<file path="src/drr_pkg.sv">
`timescale 1ns / 1ps
package drr_pkg;

	typedef enum logic [2:0] {
		ST_IDLE,
		ST_ENQ,
		ST_DQ_FIFO,
		ST_DQ_FLOW,
		ST_DQ_PKT,
		ST_RESP
	} state_t;

	localparam logic       KIND_ENQ = 1'b0;
	localparam logic       KIND_REQ = 1'b1;

	localparam logic [1:0] STATUS_SENT    = 2'd0;
	localparam logic [1:0] STATUS_NONE    = 2'd1;
	localparam logic [1:0] STATUS_ENQ     = 2'd2;
	localparam logic [1:0] STATUS_DROPPED = 2'd3;

	localparam logic [2:0] REG_FLOWS     = 3'd0;
	localparam logic [2:0] REG_QUANTUM0  = 3'd1;
	localparam logic [2:0] REG_QUANTUM3  = 3'd4;

	localparam int          NUM_QUANTUM = 4;
	localparam logic [16:0] UNIT        = 17'd256;

	typedef struct packed {
		logic [2:0]                    flows_in_use;
		logic [NUM_QUANTUM-1:0][15:0] quantum;
	} cfg_t;

endpackage

</file>
<file path="src/drr_cfg.sv">
`timescale 1ns / 1ps
module drr_cfg
	import drr_pkg::*;
(
	input  logic        clk,
	input  logic        arst_n,
	input  logic        cfg_valid,
	output logic        cfg_ready,
	input  logic [2:0]  cfg_index,
	input  logic [15:0] cfg_data,
	output cfg_t        cfg
);

	cfg_t cfg_q;
	logic [1:0] qsel;

	assign cfg_ready = 1'b1;
	assign cfg       = cfg_q;
	assign qsel      = 2'(cfg_index - REG_QUANTUM0);

	always_ff @(posedge clk or negedge arst_n) begin
		if (!arst_n) begin
			cfg_q.flows_in_use <= 3'd4;
			for (int i = 0; i < NUM_QUANTUM; i++) begin
				cfg_q.quantum[i] <= 16'd256;
			end
		end else if (cfg_valid) begin
			case (cfg_index) inside
				REG_FLOWS: begin
					cfg_q.flows_in_use <= cfg_data[2:0];
				end
				[REG_QUANTUM0:REG_QUANTUM3]: begin
					cfg_q.quantum[qsel] <= cfg_data;
				end
				default: begin
				end
			endcase
		end
	end

endmodule
</file>
<file path="config.mk">
export PLATFORM = sky130hd
export DESIGN_NAME = drr_cfg
export DESIGN_NICKNAME = d
export VERILOG_FILES = /design/src/drr_pkg.sv /design/src/drr_cfg.sv
export SDC_FILE = /design/constraint.sdc
export NUM_CORES = 1
export LEC_CHECK = 0
export ABC_AREA = 1
export BUFFER_PORTS_ARGS = -buffer_cell sky130_fd_sc_hd__buf_2
export CORE_MARGIN = 4
export CORE_UTILIZATION = 48
export CTS_CLUSTER_SIZE = 14
export DETAILED_ROUTE_END_ITERATION = 8
export HOLD_SLACK_MARGIN = 0.02
export PLACE_DENSITY = 0.84
export REMOVE_ABC_BUFFERS = 1
export SLEW_MARGIN = 20
export SYNTH_ARGS = -nofsm -noshare
export SYNTH_HDL_FRONTEND = slang
export SYNTH_SLANG_ARGS = --single-unit
</file>
<file path="constraint.sdc">
create_clock -name clk -period 0.8 [get_ports clk]
set_input_delay 0.04 -clock clk [delete_from_list [all_inputs] [get_ports clk]]
set_output_delay 0.04 -clock clk [all_outputs]
set_load 0.01 [all_outputs]
</file>
==> implementation parameters, run 1 <==
Parameter                              Value

Synth
  Cell types with the largest area share after synthesis ... sky130_fd_sc_hd__dfrtp_1 64%, sky130_fd_sc_hd__o21ai_0 14%, sky130_fd_sc_hd__nand2_1 10%, sky130_fd_sc_hd__dfstp_2 5.4%, sky130_fd_sc_hd__inv_1 2.9%
  Cell area after technology mapping ... 0.002440 mm2
  Syn Area/Cell ... 10.17 um2
  Number of distinct library cells after synthesis ... 12
  Proportion of netlist area held by the largest area contributor ... 63.59%
  Sequential-to-total area share from yosys stat ... 68.97%
  Number of synthesis warnings ... 0
  Library cell with the largest summed area after synthesis ... sky130_fd_sc_hd__dfrtp_1
  Number of flip-flops and latches in the synthesized netlist ... 67
  Synthesized instance count ... 240

Global routing
  Remaining global-route overflow ... 0
  First-pass GRT wire length ... 9742 um
  Number of global-route vias before repair ... 2050
  Total routing usage reported by global routing ... 20.20%
  Pin count of the biggest net entering global routing ... 68
  Antenna violations before repair ... 0

Route
  DRT Pass-1 Iters ... 4
  Routed via count ... 2098
  Remaining DRCs ... 0
  Remaining number of nets flagged by the antenna check after routing ... 0
  Aggregate routed wire length ... 6247 um
  Violation count after the first detailed-route iteration ... 115
  Vias per cell ... 4.694
  Average wire per cell in the routed design ... 13.98 um

Worst setup path
  Largest fanout on the critical path ... 2
  Master of the slowest instance on the critical path ... sky130_fd_sc_hd__dfstp_2
  Buffer and inverter count on the worst path ... 1
  Arrival time of data at the critical path endpoint ... 0.98 ns
  Largest stage delay on the critical path ... 0.55 ns
  Launching element type of the critical path ... register
  Critical Path RT ... 0.76 ns
  Critical path class ... reg2out
  Type of element capturing the critical path ... output pin
  Cell Chain, Critical Path ... buf_6
  Critical path's top delay family ... flip-flops

Timing
  Highest achievable clock rate ... 982.2 MHz
  Minimum setup slack in the final design ... -0.2181 ns
  Final hold violations ... 0
  Period minus WS final ... 1.018 ns
  Final-layout setup total negative slack ... -6.895 ns
  Number of max-slew violations in the final report ... 0
  Final Skew ... 0 ns
  Setup repair after global routing missed its margin ... true
  Post-route clock period utilization ... 127.3%
  Worst hold margin ... 0.01283 ns
  Final setup violation count ... 74

Layout
  Share of final-layout standard cells stronger than drive strength 1 ... 39.21%
  Fraction of the core area covered by cells at the end of the flow ... 74.65%
  Count of inserted antenna diode cells ... 0
  Top library cells by usage in the layout, fill and taps aside ... 75 x sky130_fd_sc_hd__buf_2, 66 x sky130_fd_sc_hd__nand2_1, 62 x sky130_fd_sc_hd__dfrtp_1
  Final cell count without fillers ... 447
  Area added between synthesis and finish ... 47.38%
  Nets ... 397
  Most frequent standard cell in the layout excluding fill and tap cells ... sky130_fd_sc_hd__buf_2
  Largest register FFs ... 67

Die
  Vertical die dimension ... 79.30 um
  Area of the die ... 0.006288 mm2
  Starting utilization of the core area ... 50.65%
  Die span in x ... 79.30 um
  Area of the core ... 0.004817 mm2
  Cell row count ... 25
  Num ports ... 90

Placed design
  Total half-perimeter wirelength after legalization and detailed placement ... 3895 um
  Number of buffer cells added on primary ports ... 88
  Final weighted congestion of routability-driven global placement ... 0.8058
  Placed cells ... 392

Power and ir drop
  Post-route total power ... 9.362 mW
  Static Leak ... 1.952 nW
  Sequential fraction of design power ... 47.4%
  Net Sw Power ... 2.743 mW
  Switching Fraction ... 29.30%
  PD cells ... 2603 mW/mm2
  Internal power of the cells ... 6.618 mW
  Worst vdd rail ir drop ... 1554 uV
  Clock share of power ... 26.6%
  Combinational Power Share ... 26.0%

Outcome
  Violations in the final reports ... negative setup slack
  Result of the run ... finished with violations

Hold path
  Worst hold-check path type ... in2reg

Clock tree
  Number of buffers created by CTS ... 9
  Clock-pin slew reported for the worst setup and hold paths after clock tree synthesis ... 0.07 ns
  Sink count of the clock tree ... 67
  Number of H-tree branching levels ... 3
  Clock latency reported for the late side of the worst-skew pair ... 0.32 ns
  Worst-case clock buffer depth ... 2
  Cell at the root of the clock tree ... sky130_fd_sc_hd__clkbuf_8
  Clock tree from TritonCTS ... yes

Run
  MaxCap Viol Count ... 0
==> layer usage <==
layer  vias up  GRT usage, %  wire length [um]
li1       1037             -                 -
met1       987         25.59              2719
met2        67         33.08              3111
met3         7         5.215               367
met4         0         8.247                48
met5         -             0                 0
==> metrics by stage <==
stage	cell area [um2]	setup slack [ns]
floorplan	2377	-0.3740
detailed placement	3002	-0.1325
global placement	3002	-0.05560
global route	3596	-0.2533
finish	3596	-0.2181
CTS	3416	-0.2231
==> layout make-up <==
| cell class | count | area [um2] |
|---|---|---|
| Timing Repair Buffer | 137 | 952.2 |
| Fill cell | 351 | 1221 |
| Multi-Input combinational cell | 141 | 625.6 |
| Tap cell | 67 | 83.83 |
| Clock inverter | 4 | 25.02 |
| Inverter | 19 | 71.32 |
| Sequential cell | 67 | 1683 |
| Clock buffer | 12 | 155.1 |
==> power by group through the flow <==
stage	combinational, mW	sequential [mW]	clock (mW)
after global routing	2.69	4.50	2.72
after CTS	2.09	4.40	2.54
after floorplan	0.497	4.75	0
after detailed placement	1.80	4.45	0
final	2.43	4.44	2.49
after global placement	1.73	4.44	0
==> synth_stat cells, drive strengths merged <==
cell	n
buf	9
inv	19
conb	1
dfstp	5
o21ai	67
clkbuf	4
nand2	67
nand4	3
nand3	2
dfrtp	62
nor2	1
==> tightest hold or removal path, cell delays in order <==
cell and delay [ns]:
sky130_fd_sc_hd__buf_2 0.07, sky130_fd_sc_hd__inv_1 0.06, sky130_fd_sc_hd__o21ai_1 0.13
==> cells by family (layout without fill, tap and decap cells) <==
logic type	Yosys count	count (layout)	synth area share (%)
AND/OR/NAND/NOR	73	73	11.64
flip-flops	67	67	68.97
buffers and inverters	32	172	5.487
AO/OA/AOI/OAI	67	67	13.74
other	1	1	0.1537
==> what timing repair did <==
item | CTS | global route
hold buffers | 9 | 0
endpoints found under the hold margin | 86 | 0
setup endpoints to repair | 67 | 68
setup buffers | 15 | 15
resized for setup | 5 | 23
==> path summary, 6_finish.rpt <==
path                                   start      end  slack, ns  cells after the start
worst max-delay path                  cfg[8]   cfg[8]      -0.22                      1
worst min-delay path            cfg_data[10]  cfg[10]       0.01                      3
worst max register to register       cfg[51]  cfg[51]      -0.06                      4
worst min register to register       cfg[41]  cfg[41]       0.48                      2
max in group asynchronous             arst_n   cfg[8]       0.24                      3
min in group asynchronous             arst_n  cfg[36]       0.25                      3
No activity file was read; power rests on OpenSTA's default activity.
==> run 2: changes to the inputs <==
--- a/config.mk
+++ b/config.mk
@@ -5,15 +5,16 @@
 export SDC_FILE = /design/constraint.sdc
 export NUM_CORES = 1
 export LEC_CHECK = 0
-export ABC_AREA = 1
+export ABC_AREA = 0
 export BUFFER_PORTS_ARGS = -buffer_cell sky130_fd_sc_hd__buf_2
 export CORE_MARGIN = 4
-export CORE_UTILIZATION = 48
-export CTS_CLUSTER_SIZE = 14
+export CORE_UTILIZATION = 50
+export CTS_CLUSTER_SIZE = 8
 export DETAILED_ROUTE_END_ITERATION = 8
 export HOLD_SLACK_MARGIN = 0.02
-export PLACE_DENSITY = 0.84
+export PLACE_DENSITY = 0.85
 export REMOVE_ABC_BUFFERS = 1
+export SETUP_SLACK_MARGIN = 0.5
 export SLEW_MARGIN = 20
 export SYNTH_ARGS = -nofsm -noshare
 export SYNTH_HDL_FRONTEND = slang
==> implementation parameters, run 2 <==
Parameter                              Value

Synth
  Syn Area/Cell ... 18.35 um2 (+81%)
  Number of enable flip-flop cells after synthesis ... 0 (unchanged)
  Share of flip-flops with an asynchronous set or reset ... 100.0% (unchanged)
  Library cell with the largest summed area after synthesis ... sky130_fd_sc_hd__dfrtp_1
  Prevailing post-synth register cell ... sky130_fd_sc_hd__dfrtp_1
  Cell area after technology mapping ... 0.002716 mm2 (+11%)
  Number of synthesis warnings ... 0 (unchanged)
  Sequential-to-total area share from yosys stat ... 61.95% (-7.0 points)
  Number of distinct library cells after synthesis ... 11 (-1)
  Commonest cells in the synthesized netlist ... 62 x sky130_fd_sc_hd__dfrtp_1, 37 x sky130_fd_sc_hd__mux2_2, 30 x sky130_fd_sc_hd__mux2_4
  Synthesized instance count ... 148 (-38%)
  Most frequently used cell type in the post-synthesis netlist ... sky130_fd_sc_hd__dfrtp_1
  Number of flip-flops and latches in the synthesized netlist ... 67 (unchanged)
  Proportion of netlist area held by the largest area contributor ... 57.12% (-6.5 points)
  Cell types with the largest area share after synthesis ... sky130_fd_sc_hd__dfrtp_1 57%, sky130_fd_sc_hd__mux2_4 17%, sky130_fd_sc_hd__mux2_2 15%, sky130_fd_sc_hd__dfstp_2 4.8%, sky130_fd_sc_hd__buf_6 2.5%

Layout
  Fillers ... 191 (-46%)
  Count of inserted antenna diode cells ... 0 (unchanged)
  Share of final-layout standard cells stronger than drive strength 1 ... 79.62% (+40 points)
  Most frequent standard cell in the layout excluding fill and tap cells ... sky130_fd_sc_hd__buf_2
  Largest register FFs ... 67 (unchanged)
  Top library cells by usage in the layout, fill and taps aside ... 66 x sky130_fd_sc_hd__buf_2, 62 x sky130_fd_sc_hd__mux2_4, 62 x sky130_fd_sc_hd__dfrtp_1
  Design area ... 0.004557 mm2 (+27%)
  Nets ... 331 (-17%)
  Area added between synthesis and finish ... 67.76%

Global routing
  Total routing usage reported by global routing ... 22.83% (+2.6 points)
  Antenna violations before repair ... 0 (unchanged)
  Number of global-route vias before repair ... 2007 (-2.1%)
  Pin count of the biggest net entering global routing ... 68 (unchanged)
  First-pass GRT wire length ... 10890 um (+12%)
  Remaining global-route overflow ... 0 (unchanged)

Placed design
  Pre-CTS worst setup slack ... -0.3817 ns (-0.2492 ns)
  Final weighted congestion of routability-driven global placement ... 0.7095 (-12%)
  Number of buffer cells added on primary ports ... 88 (unchanged)
  Total half-perimeter wirelength after legalization and detailed placement ... 3787 um (-2.8%)
  Placed Instance Area ... 0.003292 mm2 (+9.7%)

Die
  Area of the die ... 0.006676 mm2 (+6.2%)
  Starting utilization of the core area ... 52.52% (+1.9 points)
  Cell row count ... 26 (+4.0%)
  Num ports ... 90 (unchanged)
  Area of the core ... 0.005172 mm2 (+7.4%)
  Die span in x ... 81.71 um (+3.0%)
  Vertical die dimension ... 81.71 um (+3.0%)

Route
  DRT Pass-1 Iters ... 4 (unchanged)
  Vias per cell ... 5.112 (+8.9%)
  Remaining number of nets flagged by the antenna check after routing ... 0 (unchanged)
  Aggregate routed wire length ... 8464 um (+35%)
  Average wire per cell in the routed design ... 22.04 um (+58%)
  Remaining DRCs ... 0 (unchanged)
  Violation count after the first detailed-route iteration ... 66 (-43%)
  Routed via count ... 1963 (-6.4%)

Worst setup path
  Arrival time of data at the critical path endpoint ... 1.02 ns (+0.04 ns)
  Type of element capturing the critical path ... output pin
  Critical path class ... reg2out
  Largest fanout on the critical path ... 2 (unchanged)
  Cell Chain, Critical Path ... buf_6
  Critical Path RT ... 0.76 ns (about the same)
  Largest stage delay on the critical path ... 0.56 ns (about the same)
  Buffer and inverter count on the worst path ... 1 (unchanged)
  Launching element type of the critical path ... register
  Master of the slowest instance on the critical path ... sky130_fd_sc_hd__dfstp_2
  Critical path's top delay family ... flip-flops

Clock tree
  Clock tree from TritonCTS ... yes
  Clock latency reported for the late side of the worst-skew pair ... 0.34 ns (+0.02 ns)
  Clock-pin slew reported for the worst setup and hold paths after clock tree synthesis ... 0.08 ns (about the same)
  Sink count of the clock tree ... 67 (unchanged)
  Number of H-tree branching levels ... 3 (unchanged)
  Worst-case clock buffer depth ... 2 (unchanged)
  Number of buffers created by CTS ... 9 (unchanged)
  Cell at the root of the clock tree ... sky130_fd_sc_hd__clkbuf_8

Timing
  Post-route clock period utilization ... 132.4% (+5.2 points)
  Highest achievable clock rate ... 943.8 MHz (-3.9%)
  Final Skew ... 0 ns (unchanged)
  Minimum setup slack in the final design ... -0.2595 ns (-0.04144 ns)
  Worst hold margin ... -0.2980 ns (-0.3108 ns)
  Final setup violation count ... 121 (+64%)
  Number of max-slew violations in the final report ... 0 (unchanged)
  Period minus WS final ... 1.060 ns (+0.04144 ns)
  Setup repair after global routing missed its margin ... true
  Final hold violations ... 90 (+90)

Run
  MaxCap Viol Count ... 0 (unchanged)

Power and ir drop
  Static Leak ... 2.308 nW (+18%)
  Worst vdd rail ir drop ... 1659 uV (+6.7%)
  PD cells ... 2682 mW/mm2 (+3.0%)

Outcome
  Violations in the final reports ... negative hold slack, negative setup slack
  Result of the run ... finished with violations

Hold path
  Worst hold-check path type ... in2async
[run 2: cell count changes after synthesis, sizes merged, moves of 4 or more]
cell,previous run,this run
nand2,67,0
clkbuf,4,0
mux2,0,67
inv,19,0
o21ai,67,0
[run 2: per-layer routing]
metal  vias up  GRT usage, %  share of wire [%]  routed length (um)
li1        849             -                  -                   -
met1      1011         28.29                 40                3351
met2        83         38.68                 53                4462
met3        20         3.947                4.9                 414
met4         0         11.13                2.8                 235
met5         -             0                  0                   0
[run 2: where the power goes]
| group | switching (mW) | internal, mW |
|---|---|---|
| registers | 0.578 | 4.18 |
| logic | 1.44 | 2.67 |
| clock network | 1.34 | 2.02 |
| total | 3.35 | 8.87 |
[run 2: through the flow]
stage | total power [mW] | utilization [%] | instances | TNS (ns)
after global routing | 12.71 | 88.10 | 384 | -15.86
after CTS | 11.21 | 81.11 | 360 | -9.626
final | 12.22 | 88.10 | 384 | -12.92
after floorplan | 5.859 | - | 140 | -24.55
after detailed placement | 7.031 | 63.64 | 307 | -20.35
after global placement | 6.936 | 63.64 | 307 | -19.40
[run 2: area by class of cell]
type                       instances  area (um2)  share of cell area [%]
clock buffer                      13       168.9                   3.707
timing repair buffer             158        1461                   32.07
multi-input combinational         73        1087                   23.86
sequential                        67        1683                   36.93
clock inverter                     3       68.82                   1.510
tap                               70       87.58                   1.922
[run 2: cell families (layout without fill, tap and decap cells)]
group / Yosys count / count (layout) / share of synthesized area, %
DFF: 67 / 67 / 61.95
and+or+nand+nor: 5 / 5 / 2.487
other: 1 / 1 / 0.1381
buffers and inverters: 8 / 174 / 3.501
muxes: 67 / 67 / 31.92
[run 2: path summary, 6_finish.rpt]
check	slack, ns	endpoint	depth (start not counted)	startpoint
min	-0.30	cfg[27]	2	arst_n
max reg2reg	-0.16	cfg[23]	2	cfg[23]
max	-0.26	cfg[24]	1	cfg[24]
min reg2reg	0.51	cfg[54]	1	cfg[54]
min in group clk	-0.03	cfg[3]	2	cfg_data[3]
max in group asynchronous	0.77	cfg[66]	2	arst_n
[run 2: repair_timing]
| item | CTS | global route |
|---|---|---|
| gates cloned | 4 | 0 |
| pin swaps | 5 | 4 |
| gates resized for setup | 74 | 39 |
| hold endpoints to repair | 133 | 125 |
| setup buffers | 33 | 24 |
| setup endpoints to repair | 134 | 134 |
[run 2: worst reg2reg max path, stage by stage (launching register included)]
cell and delay, ns:
sky130_fd_sc_hd__dfrtp_1 0.43, sky130_fd_sc_hd__buf_6 0.14, sky130_fd_sc_hd__mux2_4 0.27
==> run 3: changes to the inputs <==
--- a/config.mk
+++ b/config.mk
@@ -6,15 +6,15 @@
 export NUM_CORES = 1
 export LEC_CHECK = 0
 export ABC_AREA = 0
-export BUFFER_PORTS_ARGS = -buffer_cell sky130_fd_sc_hd__buf_2
 export CORE_MARGIN = 4
-export CORE_UTILIZATION = 50
+export CORE_UTILIZATION = 55
 export CTS_CLUSTER_SIZE = 8
 export DETAILED_ROUTE_END_ITERATION = 8
+export DONT_BUFFER_PORTS = 1
 export HOLD_SLACK_MARGIN = 0.02
-export PLACE_DENSITY = 0.85
+export MAX_ROUTING_LAYER = met4
+export PLACE_DENSITY = 0.76
 export REMOVE_ABC_BUFFERS = 1
-export SETUP_SLACK_MARGIN = 0.5
 export SLEW_MARGIN = 20
 export SYNTH_ARGS = -nofsm -noshare
 export SYNTH_HDL_FRONTEND = slang
==> implementation parameters, run 3 (synthesis gave the netlist of run 2 again) <==
Parameter                              Value

Die
  Starting utilization of the core area ... 57.13% (+4.6 points)
  Vertical die dimension ... 78.28 um (-4.2%)
  Area of the core ... 0.004755 mm2 (-8.1%)
  Die span in x ... 78.28 um (-4.2%)
  Cell row count ... 25 (-3.8%)
  Num ports ... 90 (unchanged)
  Area of the die ... 0.006127 mm2 (-8.2%)

Clock tree
  Clock-pin slew reported for the worst setup and hold paths after clock tree synthesis ... 0.07 ns (about the same)
  Clock tree from TritonCTS ... yes
  # hold bufs at CTS ... 16
  Worst-case clock buffer depth ... 2 (unchanged)
  Sink count of the clock tree ... 67 (unchanged)
  Clock latency reported for the late side of the worst-skew pair ... 0.34 ns (about the same)
  Cell at the root of the clock tree ... sky130_fd_sc_hd__clkbuf_8
  Number of buffers created by CTS ... 9 (unchanged)
  Number of H-tree branching levels ... 3 (unchanged)

Timing
  Number of max-slew violations in the final report ... 0 (unchanged)
  Setup repair after global routing missed its margin ... true
  Final hold violations ... 67 (-26%)
  Minimum setup slack in the final design ... -0.2324 ns (+0.02707 ns)
  Post-route clock period utilization ... 129.1% (-3.4 points)
  Worst hold margin ... -0.6118 ns (-0.3138 ns)
  Final setup violation count ... 99 (-18%)
  Period minus WS final ... 1.032 ns (-0.02707 ns)
  Highest achievable clock rate ... 968.6 MHz (+2.6%)
  Final Skew ... 0 ns (unchanged)

Worst setup path
  Arrival time of data at the critical path endpoint ... 0.99 ns (-0.03 ns)
  Largest fanout on the critical path ... 2 (unchanged)
  Type of element capturing the critical path ... output pin
  Cell Chain, Critical Path ... buf_6
  Critical path's top delay family ... flip-flops
  Critical Path RT ... 0.76 ns (about the same)
  Critical path class ... reg2out
  Buffer and inverter count on the worst path ... 1 (unchanged)
  Largest stage delay on the critical path ... 0.55 ns (about the same)
  Launching element type of the critical path ... register
  Master of the slowest instance on the critical path ... sky130_fd_sc_hd__dfstp_2

Layout
  Area added between synthesis and finish ... 55.23%
  Largest register FFs ... 67 (unchanged)
  Final cell count without fillers ... 341 (-11%)
  Design area ... 0.004217 mm2 (-7.5%)
  Most frequent standard cell in the layout excluding fill and tap cells ... sky130_fd_sc_hd__buf_6
  Nets ... 291 (-12%)
  Top library cells by usage in the layout, fill and taps aside ... 92 x sky130_fd_sc_hd__buf_6, 62 x sky130_fd_sc_hd__dfrtp_1, 37 x sky130_fd_sc_hd__mux2_4
  Count of inserted antenna diode cells ... 0 (unchanged)
  Share of final-layout standard cells stronger than drive strength 1 ... 68.98% (-11 points)

Route
  Total routed wire length on the met1 layer ... 2850 um (-15%)
  Average wire per cell in the routed design ... 20.99 um (-4.8%)
  Remaining DRCs ... 0 (unchanged)
  Met2 WL post-DR ... 3826 um (-14%)
  DRT Pass-1 Iters ... 4 (unchanged)
  Vias per cell ... 5.076 (-0.70%)
  Routed wl met3 ... 399 um (-3.6%)
  Highest routed layer ... met4
  Routed via count ... 1731 (-12%)
  Aggregate routed wire length ... 7156 um (-15%)
  Remaining number of nets flagged by the antenna check after routing ... 0 (unchanged)
  Violation count after the first detailed-route iteration ... 99 (+50%)

Placed design
  Total half-perimeter wirelength after legalization and detailed placement ... 4065 um (+7.3%)
  Number of buffer cells added on primary ports ... 0 (-100%)
  Placed Instance Area ... 0.003286 mm2 (-0.19%)
  Pre-CTS worst setup slack ... -0.2318 ns (+0.1499 ns)
  Placed cells ... 281 (-8.5%)
  Final weighted congestion of routability-driven global placement ... 0.7591 (+7.0%)

Global routing
  Antenna violations before repair ... 0 (unchanged)
  Number of global-route vias before repair ... 2074 (+3.3%)
  Total routing usage reported by global routing ... 25.93% (+3.1 points)
  Remaining global-route overflow ... 0 (unchanged)
  First-pass GRT wire length ... 11440 um (+5.1%)
  Pin count of the biggest net entering global routing ... 68 (unchanged)

Power and ir drop
  Net Sw Power ... 3.077 mW (-8.3%)
  Post-route total power ... 11.50 mW (-5.9%)
  Worst vdd rail ir drop ... 1951 uV (+18%)
  PD cells ... 2728 mW/mm2 (+1.7%)
  Clock share of power ... 23.8% (-3.7 points)
  Switching Fraction ... 26.75% (-0.69 points)
  Combinational Power Share ... 34.0% (+0.4 points)
  Internal power of the cells ... 8.426 mW (-5.0%)
  Static Leak ... 1.996 nW (-14%)
  Sequential fraction of design power ... 42.2% (+3.3 points)

Outcome
  Result of the run ... finished with violations
  Violations in the final reports ... negative hold slack, negative setup slack

Run
  MaxCap Viol Count ... 0 (unchanged)

Hold path
  Worst hold-check path type ... in2async
run 3: cell types whose count changed in the layout (fill, tap and decap cells not counted), moves of 4 or more:
cell,delta
sky130_fd_sc_hd__buf_16,-4
sky130_fd_sc_hd__buf_4,-8
sky130_fd_sc_hd__mux2_2,+25
sky130_fd_sc_hd__buf_2,-66
sky130_fd_sc_hd__buf_6,+32
sky130_fd_sc_hd__mux2_4,-25
sky130_fd_sc_hd__dlygate4sd3_1,+16
sky130_fd_sc_hd__buf_12,-7
run 3: power groups by stage:
stage                     logic [mW]  registers [mW]  clock network (mW)
after global placement          2.55            4.64                   0
after global routing            4.11            4.96                2.96
after floorplan                0.896            4.96                   0
after CTS                       3.65            4.75                2.73
final                           3.91            4.86                2.74
after detailed placement        2.63            4.69                   0
run 3: timing repair:
item	4_1_cts	5_1_grt
gates resized for setup	69	30
hold endpoints to repair	134	67
endpoints found under the setup margin	67	107
setup buffers	27	1
pin swaps	0	0
run 3: path summary, 6_finish.rpt:
check / startpoint / end / slack [ns] / depth (start not counted)
setup / recovery: cfg[66] / cfg[66] / -0.23 / 1
hold / removal: arst_n / cfg[12] / -0.61 / 0
min in group clk: cfg_index[1] / cfg[64] / 0.11 / 3
hold reg to reg: cfg[36] / cfg[36] / 0.54 / 1
setup reg to reg: cfg[27] / cfg[27] / -0.13 / 2
max in group asynchronous: arst_n / cfg[40] / 1.22 / 0
run 3: per-stage QoR:
step	utilization, %	setup TNS [ns]
floorplan	-	-24.55
CTS	86.16	-10.33
global placement	69.11	-8.258
global route	88.68	-14.06
finish	88.68	-10.73
detailed placement	69.11	-9.780
run 3: layout make-up:
cell class              instances  area (um2)
well taps                      67       83.83
clock buffers                  13       148.9
repair buffers                118        1296
fillers                       199       538.0
flip-flops and latches         67        1683
multi-input cells              73       964.7
clock inverters                 3       40.04
run 3: metal layers:
layer,global-route usage [%],up-vias
met1,29.37,897
met5,-,-
met2,44.01,67
li1,-,759
met4,10.14,0
met3,6.995,8
